===== src/design/sfc_pkg.sv =====
package sfc_pkg;

  localparam logic [7:0] CRC_INIT = 8'hFF;
  localparam logic [7:0] CRC_POLY = 8'h31;

  // conversion constants, results in hundredths
  localparam logic [14:0] T_SCALE  = 15'd17500;
  localparam logic [14:0] T_OFFSET = 15'd4500;
  localparam logic [13:0] H_SCALE  = 14'd10000;
  localparam logic [15:0] RAW_FULL = 16'hFFFF;

  typedef struct packed {
    logic        done;
    logic        bad;
    logic [15:0] temp_raw;
    logic [15:0] hum_raw;
  } frame_t;

  function automatic logic [7:0] crc8_update(input logic [7:0] crc, input logic [7:0] b);
    logic [7:0] c;
    c = crc ^ b;
    for (int k = 0; k < 8; k++) begin
      c = c[7] ? ({c[6:0], 1'b0} ^ CRC_POLY) : {c[6:0], 1'b0};
    end
    return c;
  endfunction

endpackage


===== src/design/sfc_if.sv =====
interface sfc_in_if;
  logic       valid;
  logic       ready;
  logic [7:0] rx_byte;
  logic       frame_start;

  modport source (output valid, rx_byte, frame_start, input ready);
  modport sink (input valid, rx_byte, frame_start, output ready);
endinterface

interface sfc_out_if;
  logic               valid;
  logic               ready;
  logic               status;
  logic signed [14:0] temperature_centi;
  logic        [13:0] humidity_centi;

  modport source (output valid, status, temperature_centi, humidity_centi, input ready);
  modport sink (input valid, status, temperature_centi, humidity_centi, output ready);
endinterface


===== src/design/sfc_frame.sv =====
module sfc_frame (
  input  logic           clk,
  input  logic           rst_n,
  sfc_in_if.sink         in_ch,
  input  logic           take,
  output sfc_pkg::frame_t frame
);
  import sfc_pkg::*;

  localparam logic [2:0] POS_T_MSB = 3'd0;
  localparam logic [2:0] POS_T_LSB = 3'd1;
  localparam logic [2:0] POS_T_CRC = 3'd2;
  localparam logic [2:0] POS_H_MSB = 3'd3;
  localparam logic [2:0] POS_H_LSB = 3'd4;
  localparam logic [2:0] POS_H_CRC = 3'd5;

  logic [2:0]  pos_r, pos_nxt;
  logic [7:0]  crc_r, crc_nxt;
  logic [15:0] word_r, word_nxt;
  logic [15:0] temp_r, temp_nxt;
  logic        fail_r, fail_nxt;
  logic        accept;
  logic [2:0]  pos;
  logic [7:0]  b;

  assign in_ch.ready = take;
  assign accept      = in_ch.valid && take;
  assign b           = in_ch.rx_byte;
  // frame_start resyncs the count to the first byte
  assign pos = (in_ch.frame_start || pos_r > POS_H_CRC) ? POS_T_MSB : pos_r;

  always_comb begin
    pos_nxt  = pos_r;
    crc_nxt  = crc_r;
    word_nxt = word_r;
    temp_nxt = temp_r;
    fail_nxt = fail_r;
    if (accept) begin
      pos_nxt = pos + 3'd1;
      unique case (pos) inside
        POS_T_MSB, POS_H_MSB: begin
          word_nxt = {b, 8'h00};
          crc_nxt  = crc8_update(CRC_INIT, b);
          if (pos == POS_T_MSB) fail_nxt = 1'b0;
        end
        POS_T_LSB, POS_H_LSB: begin
          word_nxt = word_r | {8'h00, b};
          crc_nxt  = crc8_update(crc_r, b);
        end
        POS_T_CRC: begin
          if (crc_r != b) fail_nxt = 1'b1;
          temp_nxt = word_r;
          crc_nxt  = CRC_INIT;
        end
        default: begin
          pos_nxt  = POS_T_MSB;
          crc_nxt  = CRC_INIT;
          fail_nxt = 1'b0;
        end
      endcase
    end
  end

  always_ff @(posedge clk) begin
    if (!rst_n) begin
      pos_r  <= POS_T_MSB;
      crc_r  <= CRC_INIT;
      word_r <= '0;
      temp_r <= '0;
      fail_r <= 1'b0;
    end else begin
      pos_r  <= pos_nxt;
      crc_r  <= crc_nxt;
      word_r <= word_nxt;
      temp_r <= temp_nxt;
      fail_r <= fail_nxt;
    end
  end

  assign frame.done     = accept && (pos == POS_H_CRC);
  assign frame.bad      = fail_r || (crc_r != b);
  assign frame.temp_raw = temp_r;
  assign frame.hum_raw  = word_r;

  a_pos_range: assert property (@(posedge clk) disable iff (!rst_n) pos_r <= POS_H_CRC)
    else $error("byte position out of range");
  a_done_wraps: assert property (@(posedge clk) disable iff (!rst_n)
    frame.done |=> (pos_r == POS_T_MSB && crc_r == CRC_INIT && !fail_r))
    else $error("frame end did not restart the count");

endmodule


===== src/design/sfc_scale.sv =====
module sfc_scale (
  input  logic            clk,
  input  logic            rst_n,
  input  sfc_pkg::frame_t frame,
  output logic            take,
  sfc_out_if.source       out_ch
);
  import sfc_pkg::*;

  logic        prod_v_r, prod_v_nxt;
  logic        bad_r;
  logic [30:0] tprod_r;
  logic [29:0] hprod_r;
  logic        out_v_r, out_v_nxt;
  logic        status_r;
  logic [14:0] temp_r;
  logic [13:0] hum_r;
  logic        adv_out;

  logic [14:0] tq, tquo, tval;
  logic [16:0] trem;
  logic [13:0] hq, hquo;
  logic [16:0] hrem;

  assign adv_out    = !out_v_r || out_ch.ready;
  assign take       = !prod_v_r || adv_out;
  assign prod_v_nxt = take ? frame.done : prod_v_r;
  assign out_v_nxt  = adv_out ? prod_v_r : out_v_r;

  // x / 65535 as x >> 16 plus one correction: remainder is low half + quotient
  assign tq   = tprod_r[30:16];
  assign trem = {1'b0, tprod_r[15:0]} + {2'b00, tq};
  assign tquo = tq + {14'd0, (trem >= {1'b0, RAW_FULL})};
  assign tval = tquo - T_OFFSET;

  assign hq   = hprod_r[29:16];
  assign hrem = {1'b0, hprod_r[15:0]} + {3'b000, hq};
  assign hquo = hq + {13'd0, (hrem >= {1'b0, RAW_FULL})};

  always_ff @(posedge clk) begin
    if (!rst_n) begin
      prod_v_r <= 1'b0;
      out_v_r  <= 1'b0;
    end else begin
      prod_v_r <= prod_v_nxt;
      out_v_r  <= out_v_nxt;
    end
  end

  always_ff @(posedge clk) begin
    if (take && frame.done) begin
      bad_r   <= frame.bad;
      tprod_r <= {16'd0, T_SCALE} * {15'd0, frame.temp_raw};
      hprod_r <= {16'd0, H_SCALE} * {14'd0, frame.hum_raw};
    end
    if (adv_out && prod_v_r) begin
      status_r <= bad_r;
      temp_r   <= bad_r ? 15'd0 : tval;
      hum_r    <= bad_r ? 14'd0 : hquo;
    end
  end

  assign out_ch.valid             = out_v_r;
  assign out_ch.status            = status_r;
  assign out_ch.temperature_centi = signed'(temp_r);
  assign out_ch.humidity_centi    = hum_r;

  a_range: assert property (@(posedge clk) disable iff (!rst_n)
    (out_ch.valid && !out_ch.status) |->
      (out_ch.humidity_centi <= 14'd10000 && out_ch.temperature_centi >= -15'sd4500
       && out_ch.temperature_centi <= 15'sd13000))
    else $error("converted value out of range");
  a_prod_hold: assert property (@(posedge clk) disable iff (!rst_n)
    (prod_v_r && !adv_out) |=> prod_v_r)
    else $error("product stage dropped a word");

endmodule


===== src/design/sensor_frame_crc_convert.sv =====
// channel  dir  handshake            payload
// in_ch    in   valid/ready          rx_byte[7:0], frame_start
// out_ch   out  valid/ready          status, temperature_centi[14:0] (signed),
//                                    humidity_centi[13:0]
//
// one byte accepted per cycle while in_ch.ready is high; a result passes the
// product and output registers after the sixth byte; crc is updated in the
// byte cycle, scale multiply and /65535 correction: one registered stage each
// rst_n is synchronous: byte count to zero, crc to 0xff, pipeline emptied
// out_ch.ready low stalls the two result stages; in_ch.ready drops only when
// both hold a word
module sensor_frame_crc_convert (
  input  logic      clk,
  input  logic      rst_n,
  sfc_in_if.sink    in_ch,
  sfc_out_if.source out_ch
);
  import sfc_pkg::*;

  frame_t frame;
  logic   take;

  sfc_frame u_frame (
    .clk   (clk),
    .rst_n (rst_n),
    .in_ch (in_ch),
    .take  (take),
    .frame (frame)
  );

  sfc_scale u_scale (
    .clk    (clk),
    .rst_n  (rst_n),
    .frame  (frame),
    .take   (take),
    .out_ch (out_ch)
  );

endmodule


===== src/flat_wrapper.sv =====
// flat-port wrapper written by rule: the top's interface ports become plain ports
module sensor_frame_crc_convert_flat import sfc_pkg::*;
  (clk, rst_n, in_ch_valid, in_ch_rx_byte, in_ch_frame_start, in_ch_ready, out_ch_valid, out_ch_status, out_ch_temperature_centi, out_ch_humidity_centi, out_ch_ready);
  sfc_in_if in_ch_i ();
  sfc_out_if out_ch_i ();
  input  logic clk;
  input  logic rst_n;
  input wire logic [$bits(in_ch_i.valid)-1:0] in_ch_valid;
  input wire logic [$bits(in_ch_i.rx_byte)-1:0] in_ch_rx_byte;
  input wire logic [$bits(in_ch_i.frame_start)-1:0] in_ch_frame_start;
  output wire logic [$bits(in_ch_i.ready)-1:0] in_ch_ready;
  output wire logic [$bits(out_ch_i.valid)-1:0] out_ch_valid;
  output wire logic [$bits(out_ch_i.status)-1:0] out_ch_status;
  output wire logic [$bits(out_ch_i.temperature_centi)-1:0] out_ch_temperature_centi;
  output wire logic [$bits(out_ch_i.humidity_centi)-1:0] out_ch_humidity_centi;
  input wire logic [$bits(out_ch_i.ready)-1:0] out_ch_ready;
  assign in_ch_i.valid = in_ch_valid;
  assign in_ch_i.rx_byte = in_ch_rx_byte;
  assign in_ch_i.frame_start = in_ch_frame_start;
  assign in_ch_ready = in_ch_i.ready;
  assign out_ch_valid = out_ch_i.valid;
  assign out_ch_status = out_ch_i.status;
  assign out_ch_temperature_centi = out_ch_i.temperature_centi;
  assign out_ch_humidity_centi = out_ch_i.humidity_centi;
  assign out_ch_i.ready = out_ch_ready;
  sensor_frame_crc_convert u_core (.clk(clk), .rst_n(rst_n), .in_ch(in_ch_i), .out_ch(out_ch_i));
endmodule

===== config.mk =====
export PLATFORM = sky130hd
export DESIGN_NAME = sensor_frame_crc_convert_flat
export DESIGN_NICKNAME = d
export VERILOG_FILES = /design/src/design/sfc_pkg.sv /design/src/design/sfc_if.sv /design/src/design/sfc_frame.sv /design/src/design/sfc_scale.sv /design/src/design/sensor_frame_crc_convert.sv /design/src/flat_wrapper.sv
export SDC_FILE = /design/constraint.sdc
export NUM_CORES = 1
export LEC_CHECK = 0
export BUFFER_PORTS_ARGS = -buffer_cell sky130_fd_sc_hd__buf_2
export CAP_MARGIN = 10
export CORE_ASPECT_RATIO = 0.75
export CORE_MARGIN = 2
export CORE_UTILIZATION = 60
export DETAILED_ROUTE_END_ITERATION = 16
export GPL_TIMING_DRIVEN = 0
export PLACE_DENSITY = 0.78
export RECOVER_POWER = 25
export SYNTH_ARGS = -nofsm -noshare
export SYNTH_HDL_FRONTEND = slang
export SYNTH_SLANG_ARGS = --single-unit
export TNS_END_PERCENT = 50

===== constraint.sdc =====
create_clock -name clk -period 14.69 [get_ports clk]
set_clock_uncertainty 0.15 [all_clocks]
set_input_delay 0.7345 -clock clk [delete_from_list [all_inputs] [get_ports clk]]
set_output_delay 0.7345 -clock clk [all_outputs]
set_load 0.1 [all_outputs]

==> qor.yml, run 1 <==
timing:
  final-setup-viol-count: 0
  relSlewSlack: -0.793
  worst_pin_slew_ns: 2.68
  grt_setup_unrepaired: "false"
  period_needed_ns: 5.19
  hold_violations: 0
  fin_hold_ws_ns: 0.334
  fmax_ghz: 0.193
  setup_tns_ns: 0
  setup_ws_ns: 9.50
  final_max_slew_viol_count: 31
  min_period_over_period: 0.353
finish:
  fin_cells: 1685
  n_fill_cell: 1658
  nNetsFinal: 1679
  diodes: 0
  drive_above_1_share: 0.0616
  areaGrowthSynthToFinish_pct: 8.46
drt:
  viasPerCell: 5.42
  wl_per_cell_um: 15.2
  drt.antenna.violating_nets: 0
  drtIter0Drc: 570
  dr.pass1.iters: 5
  vias: 9135
  routed_wl_um: 25600
  drcViolationCount: 0
global_routing:
  grt_pass1_wl_um: 42100
  antenna_found_initial: 1
  grt_pass1_vias: 8619
  grt_max_degree: 48
  grt_usage: 0.240
  grt-ovfl-total: 0
run:
  maxCapViolCount: 1
power_and_ir_drop:
  p_sw_mw: 0.306
  power.density_nw_per_um2: 73.7
  comb_power_share: 0.211
  clkPwrFrac: 0.381
  p_int_mw: 0.712
  leakage_nw: 6.86
  p_sw_frac: 0.301
  seqPwrFrac: 0.408
  vdd_ir_drop_max_mv: 0.0635
yosys:
  synth_area_leaders: "edfxtp_1 (20%), ha_1 (20%), fa_1 (13%)"
  synth_top_cell_by_area: "edfxtp_1"
  synth_top_area_frac: 0.203
  syn-num-nets: 1621
  async_flop_share: 0
  netlist_instances: 1326
  yosysSeqAreaShare: 0.275
  synth_edf_count: 86
  syn_area_um2: 12700
  synth_top_flop_cell: "edfxtp_1"
  syn_area_per_cell_um2: 9.61
  ys_seq_elements: 132
  yosys_warnings: 0
  ys_types: 77
critical_path:
  critical_path.startpoint_type: "flip-flop"
  arrival_ns: 5.21
  worstPathRequired_ns: 14.71
  critPathMaxFanout: 5
  timing.setup.critical_path_class: "reg2reg"
  critPathCaptureType: "flip-flop"
place:
  place_ws_ns: 9.52
  port_buffers: 38
  hpwlAfterDp_um: 20400
  gp_congestion: 0.893
  dp_cells: 1653
min_path:
  hp-class: "reg2reg"
clock_tree:
  clock_sinks: 132
  cts_tree: "yes"
  clk_pin_slew_worst_paths_ns: 0.07
  worst_skew_pair.late_latency_ns: 0.42
  ctsResizeCount: 0
  cts_hold_buf: 0
  numCtsBuffers: 17
  cts_root_buf: "clkbuf_16"
  clockBufferDepth: 2
  cts_setup_buffers: 0
  cts-htree-levels: 4
floorplanning:
  coreArea_um2: 21000
  die_h_um: 130
  die-area_um2: 22400
  rows: 46
  initial_core_util: 0.606
  top_level_ports: 45
  die_x_um: 172
outcome:
  status: "finished, violations left"
  violations: "max-capacitance violations, max-slew violations"
-- flip-flops by register name (all words and copies together) (netlist names) --
register	count
u_core.u_frame.crc_r	8
u_core.u_frame.fail_r	1
u_core.u_frame.pos_r	3
u_core.u_frame.temp_r	16
u_core.u_frame.word_r	16
u_core.u_scale.bad_r	1
u_core.u_scale.hprod_r	26
u_core.u_scale.out_ch.humidity_centi	14
u_core.u_scale.out_ch.status	1
u_core.u_scale.out_ch.temperature_centi	15
u_core.u_scale.out_ch.valid	1
u_core.u_scale.prod_v_r	1
u_core.u_scale.tprod_r	29
-- power by group through the flow --
stage                     clock [mW]  combinational [mW]  sequential, mW
final                          0.387               0.215           0.416
after global routing           0.408               0.242           0.417
after CTS                      0.391               0.215           0.416
after detailed placement           0               0.211           0.424
after global placement             0               0.205           0.424
after floorplan                    0               0.171           0.419
-- worst paths after layout --
kind                                                from                      endpoint  slack, ns  depth (start not counted)
worst min register to register      u_core.u_scale.bad_r  u_core.u_scale.out_ch.status       0.33                          0
worst max register to register  u_core.u_frame.word_r[5]    u_core.u_scale.hprod_r[29]       9.50                         19
worst min-delay path                u_core.u_scale.bad_r  u_core.u_scale.out_ch.status       0.33                          0
worst max-delay path            u_core.u_frame.word_r[5]    u_core.u_scale.hprod_r[29]       9.50                         19
-- critical path: stages, from the launching register on --
cell	delay, ns
dfxtp_1	0.54
inv_1	0.19
fa_1	0.54
inv_1	0.04
ha_1	0.26
inv_1	0.06
fa_1	0.52
inv_1	0.04
ha_1	0.26
inv_1	0.05
fa_1	0.50
inv_1	0.04
ha_1	0.33
o21a_1	0.21
nor2_1	0.22
nor4b_2	0.11
o41ai_2	0.42
o21ai_1	0.20
mux2i_1	0.18
nand2_1	0.09
-- logic make-up after synthesis --
family	count (synthesis)	synth area share
flip-flops	132	0.275
AO/OA/AOI/OAI	233	0.122
AND/OR/NAND/NOR	277	0.105
adder cells (fa/ha/maj)	282	0.325
multiplexers	12	0.00982
buffers and inverters	286	0.0867
XOR/XNOR	104	0.0761
-- synthesized netlist by cell type (8+ instances only) --
| cell | count |
|---|---|
| dfxtp_1 | 46 |
| a21oi_1 | 65 |
| o21ai_0 | 33 |
| a21o_1 | 31 |
| nor2_1 | 87 |
| a31oi_1 | 9 |
| nand4_1 | 8 |
| ha_1 | 200 |
| a211oi_1 | 13 |
| inv_1 | 256 |
| xor2_1 | 41 |
| a21boi_0 | 18 |
| nand2_1 | 79 |
| buf_2 | 8 |
| o21ai_1 | 10 |
| nor2b_1 | 19 |
| xnor2_1 | 57 |
| fa_1 | 82 |
| nand3_1 | 24 |
| nand2b_1 | 9 |
| edfxtp_1 | 86 |
| mux2i_1 | 10 |
| and3_1 | 9 |
| clkbuf_1 | 15 |
-- metrics by stage --
step,power [mW],util,cell area [um2]
CTS,1.02,0.659,13900
finish,1.02,0.658,13800
floorplan,0.590,-,12700
global placement,0.628,0.633,13300
detailed placement,0.634,0.634,13300
global route,1.07,0.658,13800
-- final cells by class --
| cell class | count | area [um2] | share of cell area |
|---|---|---|---|
| clock buffer | 18 | 429 | 0.0311 |
| buffer | 29 | 140 | 0.0101 |
| sequential | 132 | 3500 | 0.254 |
| multi-input combinational | 908 | 8130 | 0.589 |
| tap | 288 | 360 | 0.0261 |
| timing repair buffer | 39 | 184 | 0.0133 |
| inverter | 257 | 965 | 0.0698 |
| clock inverter | 14 | 104 | 0.00752 |
-- cells in the final DEF, fill, tap and decap left out, types with 4 or more instances in the layout --
| master | netlist | routed |
|---|---|---|
| buf_2 | 8 | 25 |
| nand2_1 | 79 | 79 |
| nand3_1 | 24 | 24 |
| o211ai_1 | 5 | 5 |
| a21o_1 | 31 | 31 |
| ha_1 | 200 | 200 |
| nand4_1 | 8 | 8 |
| nand2b_1 | 9 | 9 |
| edfxtp_1 | 86 | 86 |
| a211oi_1 | 13 | 13 |
| a21boi_0 | 18 | 18 |
| nand4b_1 | 4 | 4 |
| a31oi_1 | 9 | 9 |
| and2_1 | 6 | 5 |
| xor2_1 | 41 | 41 |
| o21ai_0 | 33 | 33 |
| clkbuf_1 | 15 | 37 |
| clkbuf_16 | 0 | 17 |
| nor2_1 | 87 | 87 |
| o21a_1 | 7 | 7 |
| nor2b_1 | 19 | 19 |
| a21oi_1 | 65 | 65 |
| o21ai_1 | 10 | 10 |
| inv_6 | 0 | 4 |
| nand3b_1 | 4 | 4 |
| and3_1 | 9 | 9 |
| inv_1 | 256 | 255 |
| mux2i_1 | 10 | 10 |
| o21bai_1 | 7 | 7 |
| nor3_1 | 7 | 7 |
| a41oi_1 | 5 | 5 |
| or3_1 | 4 | 4 |
| fa_1 | 82 | 82 |
| dfxtp_1 | 46 | 46 |
| xnor2_1 | 57 | 57 |
-- routing by layer --
| layer | vias up | GRT usage | share of wire |
|---|---|---|---|
| li1 | 4550 | - | - |
| met1 | 4295 | 0.353 | 0.49 |
| met2 | 253 | 0.374 | 0.43 |
| met3 | 37 | 0.0343 | 0.058 |
| met4 | 0 | 0.0618 | 0.015 |
| met5 | - | 0 | 0 |
Power figures use the tool's default switching activity.
==> inputs of run 2 (changes only) <==
--- a/config.mk
+++ b/config.mk
@@ -9,7 +9,7 @@
 export CAP_MARGIN = 10
 export CORE_ASPECT_RATIO = 0.75
 export CORE_MARGIN = 2
-export CORE_UTILIZATION = 60
+export CORE_UTILIZATION = 58
 export DETAILED_ROUTE_END_ITERATION = 16
 export GPL_TIMING_DRIVEN = 0
 export PLACE_DENSITY = 0.78
==> constraint.sdc (replaced) <==
create_clock -name clk -period 4.37 [get_ports clk]
set_clock_uncertainty 0.15 [all_clocks]
set_input_delay 0.2185 -clock clk [delete_from_list [all_inputs] [get_ports clk]]
set_output_delay 0.2185 -clock clk [all_outputs]
set_load 0.1 [all_outputs]
==> qor.yml, run 2 (synthesis gave the netlist of run 1 again) <==
clock_tree:
  cts_tree: "yes"
  cts_root_buf: "clkbuf_16"
  cts-htree-levels: 4  # unchanged
  worst_skew_pair.late_latency_ns: 0.43  # about the same
  numCtsBuffers: 17  # unchanged
  clk_pin_slew_worst_paths_ns: 0.06  # about the same
  clockBufferDepth: 2  # unchanged
  clock_sinks: 132  # unchanged
critical_path:
  arrival_ns: 4.71  # -0.50 ns
  critPathMaxFanout: 3  # -2
  path_buf_inv: 7  # +1
  critical_path.startpoint_type: "flip-flop"
  rr_worst_depth: 20  # +1
  slowest_stage: "fa_1"
  critPathCaptureType: "flip-flop"
  worstPathRequired_ns: 4.40  # -10.31 ns
  cpPeakStageDelay_ns: 0.54  # about the same
  timing.rr.start: "u_core.u_frame.word_r[5]"
  rr_endpoint: "u_core.u_scale.hprod_r[26]"
  cp_cell_sequence: "inv_4 > fa_1 > inv_2 > ha_4 > inv_2 > fa_1 > inv_2 > ha_4 > inv_2 > fa_1 > inv_2 > ha_4 > o21a_4 > nor2_4 > buf_6 > a2111oi_4 > and4bb_1 > o21bai_1 > a21oi_1 > xnor2_1"
  r2r_slack_ns: -0.31  # -9.81 ns
  startpoint: "u_core.u_frame.word_r[5]"
  cp_top_family: "adder cells"
  timing.setup.critical_path_class: "reg2reg"
  cpMostUsedCell: "inv_2"
global_routing:
  grt_usage: 0.256  # +0.0163
  grt_pass1_wl_um: 46500  # +11%
  grt_max_degree: 31  # -35%
  antenna_found_initial: 2  # +1
  grt_pass1_vias: 9333  # +8.3%
  grt-ovfl-total: 0  # unchanged
timing:
  final-setup-viol-count: 20  # +20
  fmax_ghz: 0.214  # +11%
  relSlewSlack: -0.880  # -0.0864
  worst_pin_slew_ns: 2.81  # +0.129 ns
  min_period_over_period: 1.07  # +0.717
  hold_violations: 0  # unchanged
  final_max_slew_viol_count: 31  # unchanged
  period_needed_ns: 4.68  # -0.514 ns
  setup_ws_ns: -0.308  # -9.81 ns
  grt_setup_unrepaired: "true"
drt:
  wl_per_cell_um: 17.5  # +15%
  drcViolationCount: 0  # unchanged
  vias: 9724  # +6.4%
  drt.antenna.violating_nets: 0  # unchanged
  drtIter0Drc: 745  # +31%
  dr.pass1.iters: 5  # unchanged
  viasPerCell: 5.59  # +3.2%
  routed_wl_um: 30300  # +18%
min_path:
  min_to: "u_core.u_frame.word_r[6]"
  hp-class: "in2reg"
  worstHoldPathCells: 3  # +3
  holdCritStartpoint: "in_ch_rx_byte[6]"
power_and_ir_drop:
  power.density_nw_per_um2: 248  # +240%
  leakage_nw: 7.19  # +4.8%
  vdd_ir_drop_max_mv: 0.303  # +380%
floorplanning:
  die-area_um2: 23200  # +3.4%
  initial_core_util: 0.597  # -0.00981
  die_h_um: 132  # +1.7%
  top_level_ports: 45  # unchanged
  coreArea_um2: 21400  # +1.6%
  die_x_um: 175  # +1.7%
  rows: 46  # unchanged
finish:
  stdcell_area_um2: 15200  # +9.7%
  layout_common_cells: "inv_1 (226), ha_1 (168), edfxtp_1 (86)"
  areaGrowthSynthToFinish_pct: 19.0
  fin_cells: 1738  # +3.1%
  nNetsFinal: 1733  # +3.2%
  largest_reg_flops: 29  # unchanged
  final_common_cell: "inv_1"
  top_regs: "u_core.u_scale.tprod_r x29, u_core.u_scale.hprod_r x26"
  largest-register: "u_core.u_scale.tprod_r"
  n_fill_cell: 1488  # -10%
  drive_above_1_share: 0.185  # +0.123
outcome:
  status: "finished, violations left"
  violations: "max-capacitance violations, max-slew violations, negative setup slack"
run:
  maxCapViolCount: 1  # unchanged
place:
  hpwlAfterDp_um: 21100  # +3.6%
  gp_congestion: 0.879  # -1.5%
  dpl_cell_area_um2: 13400  # +0.38%
  dp_cells: 1653  # unchanged
  port_buffers: 38  # unchanged
-- run 2: cell types whose count changed in the layout (fill, tap and decap cells not counted), sizes merged --
| cell | previous run | this run |
|---|---|---|
| buf | 30 | 71 |
| bufinv | 0 | 4 |
| clkbuf | 56 | 68 |
| clkinvlp | 4 | 2 |
| diode | 0 | 1 |
| dlygate4sd3 | 0 | 3 |
| inv | 262 | 256 |
-- run 2: worst register-to-register path, delay by kind of cell, from the launching register on --
kind,cells,cell delay (ns)
fa+ha+maj,6,2.33
compound gates,4,0.73
buf+inv,7,0.38
flops,1,0.36
simple gates,2,0.34
xor+xnor,1,0.13
-- run 2: layout make-up --
cell class,count,area [um2],share of cell area
clock buffer,20,437,0.0288
sequential,132,3590,0.236
clock inverter,10,159,0.0105
inverter,257,973,0.0642
multi-input combinational,908,8890,0.586
buffer,26,143,0.00941
antenna,1,2.50,0.000165
timing repair buffer,96,617,0.0407
tap,288,360,0.0238
-- run 2: metrics by stage --
step	hold slack, ns	TNS, ns	power, mW	setup slack, ns	util
6_report	0.0194	-2.99	3.76	-0.308	0.710
5_1_grt	0.0284	-6.31	3.93	-0.497	0.710
4_1_cts	0.00456	-1.23	3.68	-0.305	0.690
3_5_place_dp	0.314	-8.01	2.14	-0.525	0.626
3_3_place_gp	0.300	-7.18	2.12	-0.449	0.625
2_1_floorplan	0.209	-0.0428	2.00	-0.0150	-
-- run 2: how the worst max path moves through the flow --
stage | slack (ns) | cells past startpoint | endpoint
2_1_floorplan | -0.02 | 18 | u_core.u_scale.tprod_r[27]
3_3_place_gp | -0.45 | 17 | u_core.u_scale.tprod_r[30]
3_5_place_dp | -0.53 | 17 | u_core.u_scale.hprod_r[29]
4_1_cts | -0.31 | 20 | u_core.u_scale.hprod_r[29]
5_1_grt | -0.50 | 21 | u_core.u_scale.hprod_r[26]
6_report | -0.31 | 20 | u_core.u_scale.hprod_r[26]
-- run 2: layer usage --
| layer | up-vias | GRT usage | wire length, um |
|---|---|---|---|
| li1 | 4671 | - | - |
| met1 | 4630 | 0.363 | 13500 |
| met2 | 359 | 0.404 | 13900 |
| met3 | 64 | 0.0456 | 2240 |
| met4 | 0 | 0.0741 | 681 |
| met5 | - | 0 | 0 |
-- run 2: power by group --
group / switching, mW / internal [mW]
Sequential: 0.0377 / 1.35
Clock: 0.536 / 0.944
Combinational: 0.496 / 0.399
Total: 1.07 / 2.69
-- run 2: what timing repair did --
item,in CTS,in global routing
resized for setup,99,81
buffers inserted,39,17
endpoints found under the hold margin,4,0
pin swaps,40,71
hold buffers,3,0
endpoints found under the setup margin,26,27
==> inputs of run 3 (changes only) <==
--- a/config.mk
+++ b/config.mk
@@ -7,9 +7,9 @@
 export LEC_CHECK = 0
 export BUFFER_PORTS_ARGS = -buffer_cell sky130_fd_sc_hd__buf_2
 export CAP_MARGIN = 10
-export CORE_ASPECT_RATIO = 0.75
+export CORE_ASPECT_RATIO = 1.25
 export CORE_MARGIN = 2
-export CORE_UTILIZATION = 58
+export CORE_UTILIZATION = 60
 export DETAILED_ROUTE_END_ITERATION = 16
 export GPL_TIMING_DRIVEN = 0
 export PLACE_DENSITY = 0.78
==> constraint.sdc (replaced) <==
create_clock -name clk -period 4.34 [get_ports clk]
set_clock_uncertainty 0.15 [all_clocks]
set_input_delay 0.217 -clock clk [delete_from_list [all_inputs] [get_ports clk]]
set_output_delay 0.217 -clock clk [all_outputs]
set_load 0.1 [all_outputs]
==> qor.yml, run 3 (synthesis gave the netlist of run 1 again) <==
drt:
  wl_per_cell_um: 20.1  # +15%
  drtIter0Drc: 992  # +33%
  dr.pass1.iters: 6  # +1
  vias: 10502  # +8.0%
  routed_wl_um: 35100  # +16%
  viasPerCell: 6.02  # +7.6%
  drcViolationCount: 0  # unchanged
  drt.antenna.violating_nets: 0  # unchanged
finish:
  drive_above_1_share: 0.231  # +0.0462
  diodes: 0  # -1
  stdcell_area_um2: 15500  # +2.2%
  multi_input_area_um2: 9010  # +1.4%
  nNetsFinal: 1753  # +1.2%
  areaGrowthSynthToFinish_pct: 21.6
  layout_common_cells: "inv_1 (220), ha_1 (161), edfxtp_1 (86)"
  n_fill_cell: 1292  # -13%
  largest-register: "u_core.u_scale.tprod_r"
  final_common_cell: "inv_1"
  seqCellArea_um2: 3600  # +0.28%
  top_regs: "u_core.u_scale.tprod_r x29, u_core.u_scale.hprod_r x26"
  largest_reg_flops: 29  # unchanged
  fin_cells: 1745  # +0.40%
  fin_util: 0.744  # +0.0340
power_and_ir_drop:
  p_sw_frac: 0.307  # +0.0229
  comb_power_share: 0.254  # +0.016
  leakage_nw: 7.36  # +2.3%
  p_int_mw: 2.73  # +1.5%
  vdd_ir_drop_max_mv: 0.304  # about the same
  seqPwrFrac: 0.353  # -0.016
  clkPwrFrac: 0.394  # about the same
  p_sw_mw: 1.21  # +13%
  power.density_nw_per_um2: 255  # +2.6%
floorplanning:
  die_h_um: 167  # +26%
  initial_core_util: 0.612  # +0.0153
  top_level_ports: 45  # unchanged
  coreArea_um2: 20800  # -2.5%
  die_x_um: 134  # -23%
  die-area_um2: 22400  # -3.3%
  rows: 59  # +28%
timing:
  relSlewSlack: 0.376  # +1.26
  min_period_over_period: 1.08  # +0.0118
  final-setup-viol-count: 26  # +30%
  fmax_ghz: 0.213  # -0.41%
  fin_hold_ws_ns: -0.00622  # -0.0256 ns
  hold_violations: 1  # +1
  setup_ws_ns: -0.357  # -0.0491 ns
  final_max_slew_viol_count: 0  # -100%
  worst_pin_slew_ns: 0.934  # -1.88 ns
  period_needed_ns: 4.70  # +0.0191 ns
  grt_setup_unrepaired: "true"
run:
  maxCapViolCount: 0  # -1
critical_path:
  timing.setup.critical_path_class: "reg2reg"
  critical_path.startpoint_type: "flip-flop"
  worstPathRequired_ns: 4.35  # -0.05 ns
  slowest_stage: "fa_1"
  cpMostUsedCell: "inv_2"
  r2r_slack_ns: -0.36  # -0.05 ns
  cp_cell_sequence: "inv_4 > fa_1 > inv_2 > ha_4 > inv_2 > fa_1 > inv_2 > ha_4 > inv_2 > fa_1 > inv_2 > ha_4 > o21a_4 > nor2_4 > buf_6 > a2111oi_4 > and4bb_1 > o21bai_1 > a21oi_2 > xnor2_2"
  arrival_ns: 4.71  # about the same
  critPathMaxFanout: 3  # unchanged
  critPathCaptureType: "flip-flop"
  cpPeakStageDelay_ns: 0.57  # +0.03 ns
min_path:
  hp-class: "in2reg"
clock_tree:
  worst_skew_pair.late_latency_ns: 0.44  # about the same
  clockBufferDepth: 2  # unchanged
  clock_sinks: 132  # unchanged
  numCtsBuffers: 17  # unchanged
  cts_tree: "yes"
  cts_root_buf: "clkbuf_16"
  clk_pin_slew_worst_paths_ns: 0.07  # about the same
  cts-htree-levels: 4  # unchanged
place:
  hpwlAfterDp_um: 21000  # -0.39%
  dp_cells: 1639  # -0.85%
  port_buffers: 38  # unchanged
  place_ws_ns: -0.497  # +0.0287 ns
  gp_congestion: 0.902  # +2.5%
  dpl_cell_area_um2: 13400  # about the same
outcome:
  violations: "negative hold slack, negative setup slack"
  status: "finished, violations left"
global_routing:
  grt_max_degree: 50  # +61%
  grt_pass1_vias: 10502  # +13%
  grt_pass1_wl_um: 49800  # +7.0%
  antenna_found_initial: 1  # -1
  grt-ovfl-total: 0  # unchanged
  grt_usage: 0.280  # +0.0234
run 3: cell count changes in the layout (fill, tap and decap cells not counted), sizes merged, moves of 2 or more:
cell	previous run	this run
clkbuf	68	34
buf	71	122
clkinv	5	3
inv	256	264
run 3: final timing paths:
kind                            startpoint                     endpoint  cells past startpoint
hold reg to reg    u_core.u_scale.prod_v_r  u_core.u_scale.out_ch.valid                      1
hold / removal                out_ch_ready  u_core.u_scale.out_ch.valid                      3
setup reg to reg  u_core.u_frame.word_r[4]   u_core.u_scale.hprod_r[26]                     20
setup / recovery  u_core.u_frame.word_r[4]   u_core.u_scale.hprod_r[26]                     20
run 3: layout make-up:
| type | instances | share of cell area |
|---|---|---|
| multi-input cells | 908 | 0.581 |
| repair buffers | 116 | 0.0527 |
| well taps | 274 | 0.0221 |
| clock buffers | 18 | 0.0277 |
| inverters | 257 | 0.0628 |
| plain buffers | 26 | 0.00880 |
| clock inverters | 14 | 0.0123 |
| flip-flops and latches | 132 | 0.232 |
run 3: critical path, delay by kind of cell, from the launching register on:
family | cells | cell delay, ns
adder cells (fa/ha/maj) | 6 | 2.36
AO/OA/AOI/OAI | 4 | 0.66
buffers and inverters | 7 | 0.40
flip-flops | 1 | 0.36
AND/OR/NAND/NOR | 2 | 0.32
XOR/XNOR | 1 | 0.17
run 3: metrics by stage:
stage,total power [mW],TNS [ns]
2_1_floorplan,2.02,-0.142
3_3_place_gp,2.17,-7.30
3_5_place_dp,2.19,-8.74
4_1_cts,3.79,-1.58
5_1_grt,4.09,-7.54
6_report,3.94,-4.07
run 3: what timing repair did:
| item | CTS | global route |
|---|---|---|
| setup endpoints to repair | 29 | 33 |
| resized for setup | 108 | 95 |
| cloned | 0 | 0 |
| hold buffers | 4 | 0 |
| setup buffers | 42 | 31 |
| endpoints found under the hold margin | 6 | 0 |
| pin swaps | 58 | 73 |
run 3: layer usage:
layer	part of all wire	track usage	routed length [um]
met5	0.00034	0	12
met4	0.066	0.138	2330
met3	0.061	0.0451	2150
met2	0.52	0.515	18100
met1	0.36	0.308	12500
run 3: power groups by stage:
stage / Clock (mW) / Combinational (mW) / Sequential [mW]
global placement: 0 / 0.734 / 1.43
floorplan: 0 / 0.603 / 1.42
finish: 1.55 / 1.00 / 1.39
detailed placement: 0 / 0.753 / 1.43
global route: 1.59 / 1.10 / 1.39
CTS: 1.54 / 0.856 / 1.39
